**src/rcr_pkg.sv**
```systemverilog
// ----------------------------------------------------------------------------
// rcr_pkg: shared types, widths and table math for the rectangle rotator
// Holds the field widths, the stage-enable bundle and the functions that
// build the Q1.15 sine/cosine table entries at elaboration.
// ----------------------------------------------------------------------------
package rcr_pkg;

    localparam int COORD_W  = 16;   // signed coordinate fields
    localparam int SIZE_W   = 15;   // unsigned width and height
    localparam int ANGLE_W  = 16;   // fraction of a full turn
    localparam int TRIG_W   = 16;   // Q1.15 sine and cosine
    localparam int OFFSET_W = 16;   // signed corner offset from the center
    localparam int CENTER_W = 17;   // center can exceed the coordinate range
    localparam int PROD_W   = 32;   // offset times Q1.15 value, and their sums
    localparam int ROT_W    = 17;   // rotated offset after dropping 15 bits
    localparam int FULL_W   = 18;   // rotated offset plus center
    localparam int FRAC_BITS = 15;

    localparam logic [63:0] Q29_TWO_PI = 64'd3373259426;
    localparam logic [63:0] Q29_PI     = 64'd1686629713;
    localparam logic [63:0] Q29_ONE    = 64'd536870912;
    localparam int SERIES_TERMS = 26;

    typedef struct packed {
        logic signed [TRIG_W-1:0] sine;
        logic signed [TRIG_W-1:0] cosine;
    } sincos_t;

    // Load enables of the three stages inside each corner lane.
    typedef struct packed {
        logic prod_en;
        logic rot_en;
        logic out_en;
    } stage_en_t;

    // Divides a series term by its index; only used on constants.
    function automatic logic [63:0] term_div(input logic [63:0] x, input int n);
        unique case (n)
            1:       return x / 64'd1;
            2:       return x / 64'd2;
            3:       return x / 64'd3;
            4:       return x / 64'd4;
            5:       return x / 64'd5;
            6:       return x / 64'd6;
            7:       return x / 64'd7;
            8:       return x / 64'd8;
            9:       return x / 64'd9;
            10:      return x / 64'd10;
            11:      return x / 64'd11;
            12:      return x / 64'd12;
            13:      return x / 64'd13;
            14:      return x / 64'd14;
            15:      return x / 64'd15;
            16:      return x / 64'd16;
            17:      return x / 64'd17;
            18:      return x / 64'd18;
            19:      return x / 64'd19;
            20:      return x / 64'd20;
            21:      return x / 64'd21;
            22:      return x / 64'd22;
            23:      return x / 64'd23;
            24:      return x / 64'd24;
            25:      return x / 64'd25;
            26:      return x / 64'd26;
            default: return x;
        endcase
    endfunction

    // Rounds a Q2.29 sum to Q1.15, half up, and saturates.
    function automatic logic signed [TRIG_W-1:0] q15_round_sat(
        input logic signed [63:0] s
    );
        logic signed [63:0] r;
        r = (s + 64'sd8192) >>> 14;
        if (r > 64'sd32767) begin
            r = 64'sd32767;
        end
        if (r < -64'sd32768) begin
            r = -64'sd32768;
        end
        return r[TRIG_W-1:0];
    endfunction

    // Taylor series in Q2.29 for an angle in [0, 2*pi); the upper half
    // is folded back and its sine negated.
    function automatic sincos_t sincos_entry(input logic [63:0] theta);
        logic [63:0]        m;
        logic [63:0]        t;
        logic signed [63:0] ssum;
        logic signed [63:0] csum;
        logic               neg;
        sincos_t            res;
        m    = theta;
        neg  = 1'b0;
        if (theta > Q29_PI) begin
            m   = Q29_TWO_PI - theta;
            neg = 1'b1;
        end
        t    = Q29_ONE;
        ssum = 64'sd0;
        csum = $signed(Q29_ONE);
        for (int n = 1; n <= SERIES_TERMS; n++) begin
            t = term_div((t * m) >> 29, n);
            unique case (2'(n))
                2'd0: csum = csum + $signed(t);
                2'd1: ssum = ssum + $signed(t);
                2'd2: csum = csum - $signed(t);
                2'd3: ssum = ssum - $signed(t);
                default: ssum = ssum;
            endcase
        end
        if (neg) begin
            ssum = -ssum;
        end
        res.sine   = q15_round_sat(ssum);
        res.cosine = q15_round_sat(csum);
        return res;
    endfunction

endpackage

```
**src/rcr_corner_lane.sv**
```systemverilog
// ----------------------------------------------------------------------------
// rcr_corner_lane: rotation of one corner about the center
// Three stages: products, truncated sums, and center add-back with wrap to
// the configured coordinate width.
// ----------------------------------------------------------------------------
module rcr_corner_lane #(
    parameter int COORD_BITS = 16
) (
    input  logic                                  clk,
    input  rcr_pkg::stage_en_t                    en,
    input  logic signed [rcr_pkg::OFFSET_W-1:0]   dx,
    input  logic signed [rcr_pkg::OFFSET_W-1:0]   dy,
    input  rcr_pkg::sincos_t                      trig,
    input  logic signed [rcr_pkg::CENTER_W-1:0]   cx,
    input  logic signed [rcr_pkg::CENTER_W-1:0]   cy,
    output logic signed [rcr_pkg::COORD_W-1:0]    corner_x,
    output logic signed [rcr_pkg::COORD_W-1:0]    corner_y
);
    import rcr_pkg::*;

    // Only the low WRAP_BITS bits survive; the rest of the field repeats the sign.
    localparam int WRAP_BITS = (COORD_BITS < COORD_W) ? COORD_BITS : COORD_W;

    logic signed [PROD_W-1:0]   xc_reg;
    logic signed [PROD_W-1:0]   xs_reg;
    logic signed [PROD_W-1:0]   yc_reg;
    logic signed [PROD_W-1:0]   ys_reg;
    logic signed [CENTER_W-1:0] cx_p_reg;
    logic signed [CENTER_W-1:0] cy_p_reg;

    logic signed [PROD_W-1:0]   sum_x;
    logic signed [PROD_W-1:0]   sum_y;
    logic signed [PROD_W-1:0]   adj_x;
    logic signed [PROD_W-1:0]   adj_y;
    logic signed [ROT_W-1:0]    rot_x_next;
    logic signed [ROT_W-1:0]    rot_y_next;
    logic signed [ROT_W-1:0]    rot_x_reg;
    logic signed [ROT_W-1:0]    rot_y_reg;
    logic signed [CENTER_W-1:0] cx_r_reg;
    logic signed [CENTER_W-1:0] cy_r_reg;

    logic signed [FULL_W-1:0]   full_x;
    logic signed [FULL_W-1:0]   full_y;
    logic signed [COORD_W-1:0]  corner_x_next;
    logic signed [COORD_W-1:0]  corner_y_next;
    logic signed [COORD_W-1:0]  corner_x_reg;
    logic signed [COORD_W-1:0]  corner_y_reg;

    always_ff @(posedge clk)
    begin
        if (en.prod_en)
        begin
            xc_reg   <= PROD_W'(dx) * PROD_W'(trig.cosine);
            xs_reg   <= PROD_W'(dx) * PROD_W'(trig.sine);
            yc_reg   <= PROD_W'(dy) * PROD_W'(trig.cosine);
            ys_reg   <= PROD_W'(dy) * PROD_W'(trig.sine);
            cx_p_reg <= cx;
            cy_p_reg <= cy;
        end
    end

    // Division by 2^15 rounding toward zero: bias negative sums before the shift.
    always_comb
    begin
        sum_x = xc_reg - ys_reg;
        sum_y = yc_reg + xs_reg;
        adj_x = sum_x + (sum_x[PROD_W-1] ? PROD_W'(32767) : PROD_W'(0));
        adj_y = sum_y + (sum_y[PROD_W-1] ? PROD_W'(32767) : PROD_W'(0));
        rot_x_next = adj_x[FRAC_BITS +: ROT_W];
        rot_y_next = adj_y[FRAC_BITS +: ROT_W];
    end

    always_ff @(posedge clk)
    begin
        if (en.rot_en)
        begin
            rot_x_reg <= rot_x_next;
            rot_y_reg <= rot_y_next;
            cx_r_reg  <= cx_p_reg;
            cy_r_reg  <= cy_p_reg;
        end
    end

    always_comb
    begin
        full_x = FULL_W'(rot_x_reg) + FULL_W'(cx_r_reg);
        full_y = FULL_W'(rot_y_reg) + FULL_W'(cy_r_reg);
        for (int b = 0; b < COORD_W; b++)
        begin
            corner_x_next[b] = (b < WRAP_BITS) ? full_x[b] : full_x[WRAP_BITS-1];
            corner_y_next[b] = (b < WRAP_BITS) ? full_y[b] : full_y[WRAP_BITS-1];
        end
    end

    always_ff @(posedge clk)
    begin
        if (en.out_en)
        begin
            corner_x_reg <= corner_x_next;
            corner_y_reg <= corner_y_next;
        end
    end

    assign corner_x = corner_x_reg;
    assign corner_y = corner_y_reg;

endmodule

```
**config.mk**
```make
export PLATFORM = sky130hd
export DESIGN_NAME = rcr_corner_lane
export DESIGN_NICKNAME = d
export VERILOG_FILES = /design/src/rcr_pkg.sv /design/src/rcr_corner_lane.sv
export SDC_FILE = /design/constraint.sdc
export NUM_CORES = 2
export LEC_CHECK = 0
export BUFFER_PORTS_ARGS = -buffer_cell sky130_fd_sc_hd__buf_2
export CAP_MARGIN = 0
export CORE_UTILIZATION = 55
export CTS_CLUSTER_DIAMETER = 150
export DETAILED_ROUTE_END_ITERATION = 6
export PLACE_DENSITY = 0.83
export REMOVE_ABC_BUFFERS = 1
export SYNTH_ARGS = -nofsm -noshare
export SYNTH_HDL_FRONTEND = slang
export SYNTH_SLANG_ARGS = --single-unit
```
**constraint.sdc**
```tcl
create_clock -name clk -period 10.5 [get_ports clk]
set_input_delay 2.1 -clock clk [delete_from_list [all_inputs] [get_ports clk]]
set_output_delay 2.1 -clock clk [all_outputs]
set_load 0.02 [all_outputs]
```
Yosys cells after proc, flatten, opt, wreduce, memory -nomap -nowiden
Cells that the tools add are included.
- register bits: 256
- word-level logic and storage cells: 24
- add/sub/neg operators: 6
- $mul: 4
- muxes and demuxes: 2
- operators with widths (cell ; number):
    $mul 16x16->32 ; 4
    $add 31x16->31 ; 2
    $add 16x16->16 ; 2
    $add 32x32->32 ; 1
    $sub 32x32->32 ; 1
    $mux 15 ; 2

Depth between registers and ports, before layout
- depth after elaboration: 3
- depth in mapped cells: 28

Worst setup path before layout
OpenSTA, ideal clock, no wires.
- kind: input to register
- from: input port trig[17] in the netlist's numbering
- to: register xs_reg[29] (data pin)
- path slack: 2.278 ns
- stages: 21
- data required time: 10.242 ns
- arrival time: 7.964 ns
- cells stage by stage: clkbuf_1 nand2_1 fa_1 fa_1 fa_1 fa_1 inv_1 fa_1 fa_1 ha_1 a21o_1 a21oi_1 o31ai_1 a21o_1 a41o_1 o41a_1 o21a_1 a221oi_1 o21bai_1 a21oi_1 xnor2_1
- longest elaborated chain between the ends: 1
- RTL lines (element ; line ; source):
    start: declaration ; rcr_corner_lane.sv:13 ; input rcr_pkg::sincos_t trig,
    $mul 16x16->32 ; rcr_corner_lane.sv:54 ; xs_reg <= PROD_W'(dx) * PROD_W'(trig.sine);
    end signal: assignment ; rcr_corner_lane.sv:54 ;
    end: declaration ; rcr_corner_lane.sv:25 ; logic signed [PROD_W-1:0] xs_reg;
Every way passes these cells.
A chain may end at the register's enable or synchronous reset.

Worst setup path after layout
- from: input port trig[1] in the netlist's numbering
- to: register yc_reg[25] (data pin)
- longest elaborated chain between the ends: 1
- RTL lines (element ; line ; source):
    $mul 16x16->32 ; rcr_corner_lane.sv:55 ; yc_reg <= PROD_W'(dy) * PROD_W'(trig.cosine);
    end signal: assignment ; rcr_corner_lane.sv:55 ;
    end: declaration ; rcr_corner_lane.sv:26 ; logic signed [PROD_W-1:0] yc_reg;
Every way passes these cells.

==> run_results.csv <==
group,metric,value,unit
yosys,synth-simple-area-share,0.1371,
yosys,yosysTopAreaCellShare,0.4020,
timing,finalHoldViolations,0,
routing,wl_per_cell,18.41,um
placement,io_buffers,131,
yosys,ys_seq_area_frac,0.1467,
worst_setup_path,setup.worst_path.start_class,"primary input",
timing,fin_setup_tns,0,ns
global_routing,grt_pass1_vias,40789,
timing,post-route-period-util,0.8533,
finish,nets,6957,
timing,rsz0062_at_grt,"false",
yosys,ys_types,80,
clocking,cts-root-buf,"clkbuf_16",
yosys,synth.area.top_cells,"fa_1 40%, edfxtp_1 15%, ha_1 11%",
clocking,cts_buffers,34,
floorplanning,dieArea,96490,um2
finish,drive_gt1_frac,0.04386,
yosys,synth_area,52390,um2
global_routing,antenna_found_initial,6,
yosys,yosys_warnings,0,
routing,drt_iter0_drc,2602,
routing,routed_via_density,5.541,
yosys,synth_common_cells,"1220 x inv_1, 1052 x fa_1, 539 x nand2_1",
worst_setup_path,endpoint_kind,"flip-flop",
global_routing,grt_first_pass_wirelength,203800,um
run_status,violations,"DRC",
routing,drc,1,
timing,finalMaxSlewViolations,0,
timing,worst_slew_pin_slew,1.014,ns
global_routing,gr-usage-all-layers,0.2641,
timing,max_freq,111.6,MHz
worst_setup_path,worstPathArrival,9.27,ns
routing,wl,122300,um
clocking,clkLatencyLatePin,0.57,ns
yosys,synthXorXnorAreaFrac,0.04132,
placement,dpl.hpwl,95080,um
yosys,yosys_register_bits,256,
yosys,synth_top_family_by_area,"adder cells",
routing,vias,36811,
worst_setup_path,worstPathRequired,10.81,ns
yosys,async_reset_ff_frac,0,
routing,first_pass_iters,7,
global_routing,grt_max_degree,89,
clocking,hold_buffers,0,
floorplanning,die_w,310.6,um
hold_path,hold_class,"flip-flop to flip-flop",
yosys,synth_cells,5366,
floorplanning,num_rows,112,
floorplanning,io_pins,134,
floorplanning,initial_utilization,0.5580,
run,maxCapViolations,0,
global_routing,overflow,0,
worst_setup_path,worstPathMaxFanout,32,
yosys,synthMuxAreaShare,0.001242,
clocking,h-tree-depth,2,
clocking,cts_setup_buffers,0,
yosys,synth_compound_area_frac,0.06245,
clocking,cts_resized,0,
floorplanning,die-height,310.6,um
timing,setup_violations,0,
timing,skew,0.02470,ns
finish,syn_to_final_growth,5.321,%
yosys,synth_edf_count,256,
clocking,cts.sinks,256,
clocking,cts.clk_slew.worst_paths,0.06,ns
yosys,synthAdderAreaFrac,0.5090,
run_status,run_status,"finished, violations left",
routing,antenna_left,0,
floorplanning,design.core.area,93890,um2
clocking,tritoncts,"yes",
yosys,synth_area_leader_cell,"fa_1",
worst_setup_path,critical_path_class,"primary input to flip-flop",
yosys,synth_most_common_cell,"inv_1",
yosys,synthFlopType,"edfxtp_1",
placement,place.gp.congestion,0.8963,
timing,slew-limit-headroom,0.3068,
clocking,clock_path_buffers,3,
timing,period_needed,8.960,ns
yosys,avgSynthCellArea,9.763,um2
[final cells by class]
type / instances / area [um2]
well taps: 1254 / 1569
fillers: 7475 / 38710
inverters: 1220 / 4579
multi-input cells: 3686 / 39350
flip-flops and latches: 256 / 7687
repair buffers: 157 / 859.6
diodes: 8 / 20.02
clock inverters: 22 / 215.2
clock buffers: 40 / 894.6
[logic make-up after synthesis]
kind of cell	Yosys count
compound gates	504
simple gates	1431
flops	256
fa+ha+maj	1500
mux	6
buf+inv	1424
xor+xnor	245
[metal layers]
layer | part of all wire | up-vias | GRT usage
met5 | 0.00011 | - | 0
met4 | 0.056 | 2 | 0.1343
met3 | 0.079 | 347 | 0.03926
met2 | 0.49 | 1446 | 0.4501
met1 | 0.38 | 18725 | 0.3272
li1 | - | 16291 | -
[critical path, cell delays in order]
cell and delay (ns):
buf_2 0.61, nand2_1 0.18, fa_1 0.55, fa_1 0.60
fa_1 0.45, fa_1 0.55, inv_1 0.05, fa_1 0.49
fa_1 0.41, ha_1 0.36, a21o_1 0.20, a21o_1 0.20
a221oi_1 0.44, nor3b_1 0.14, o31ai_1 0.68, o21ai_1 0.35
a21oi_1 0.22, nor2b_1 0.08, o21ai_0 0.19, nand2b_1 0.09
a21oi_1 0.21, xnor2_1 0.08
[stage by stage]
stage / cell area, um2 / instances / utilization / hold WS [ns] / worst slack, ns
after floorplan: 51620 / 5162 / - / 0.4003 / 2.497
after global placement: 54050 / 6573 / 0.5756 / 0.4022 / 1.286
after detailed placement: 54050 / 6573 / 0.5756 / 0.4045 / 1.109
after CTS: 55160 / 6635 / 0.5875 / 0.4182 / 1.695
after global routing: 55170 / 6639 / 0.5876 / 0.4210 / 1.339
final: 55180 / 6643 / 0.5877 / 0.4162 / 1.540
[placed cells by master, fill, tap and decap left out, drive strengths merged, types with 5 or more instances in the layout]
master / netlist / final
inv: 1220 / 1222
fa: 1052 / 1052
nand2: 539 / 539
and2: 502 / 502
ha: 448 / 448
edfxtp: 256 / 256
xnor2: 181 / 181
nor2: 171 / 171
buf: 4 / 157
a21oi: 156 / 156
o21ai: 99 / 99
a21o: 76 / 76
xor2: 64 / 64
nand2b: 43 / 43
clkbuf: 200 / 40
o21a: 35 / 35
nor3: 35 / 35
nor2b: 34 / 34
nand3: 30 / 30
o21bai: 23 / 23
nand4: 20 / 20
a211oi: 17 / 17
and3: 16 / 16
clkinv: 0 / 15
or3: 12 / 12
a21boi: 12 / 12
or2: 9 / 9
diode: 0 / 8
a211o: 8 / 8
o31a: 8 / 8
a31oi: 8 / 8
o31ai: 8 / 8
a41oi: 6 / 6
a221oi: 5 / 5
a2111oi: 5 / 5
mux2i: 5 / 5
[final timing paths]
| path | startpoint | to | slack (ns) | cells past startpoint |
|---|---|---|---|---|
| worst max-delay path | trig[1] | yc_reg[25]$_DFFE_PP_ | 1.54 | 22 |
| worst min-delay path | cx_p_reg[15]$_DFFE_PP_ | cx_r_reg[15]$_DFFE_PP_ | 0.42 | 0 |
| worst max register to register | xs_reg[1]$_DFFE_PP_ | rot_y_reg[9]$_DFFE_PP_ | 3.98 | 21 |
| worst min register to register | cx_p_reg[15]$_DFFE_PP_ | cx_r_reg[15]$_DFFE_PP_ | 0.42 | 0 |
Power is left out: the tool's default activity adds up to more than one toggle a clock period on the data nets, which glitch-free logic cannot reach.
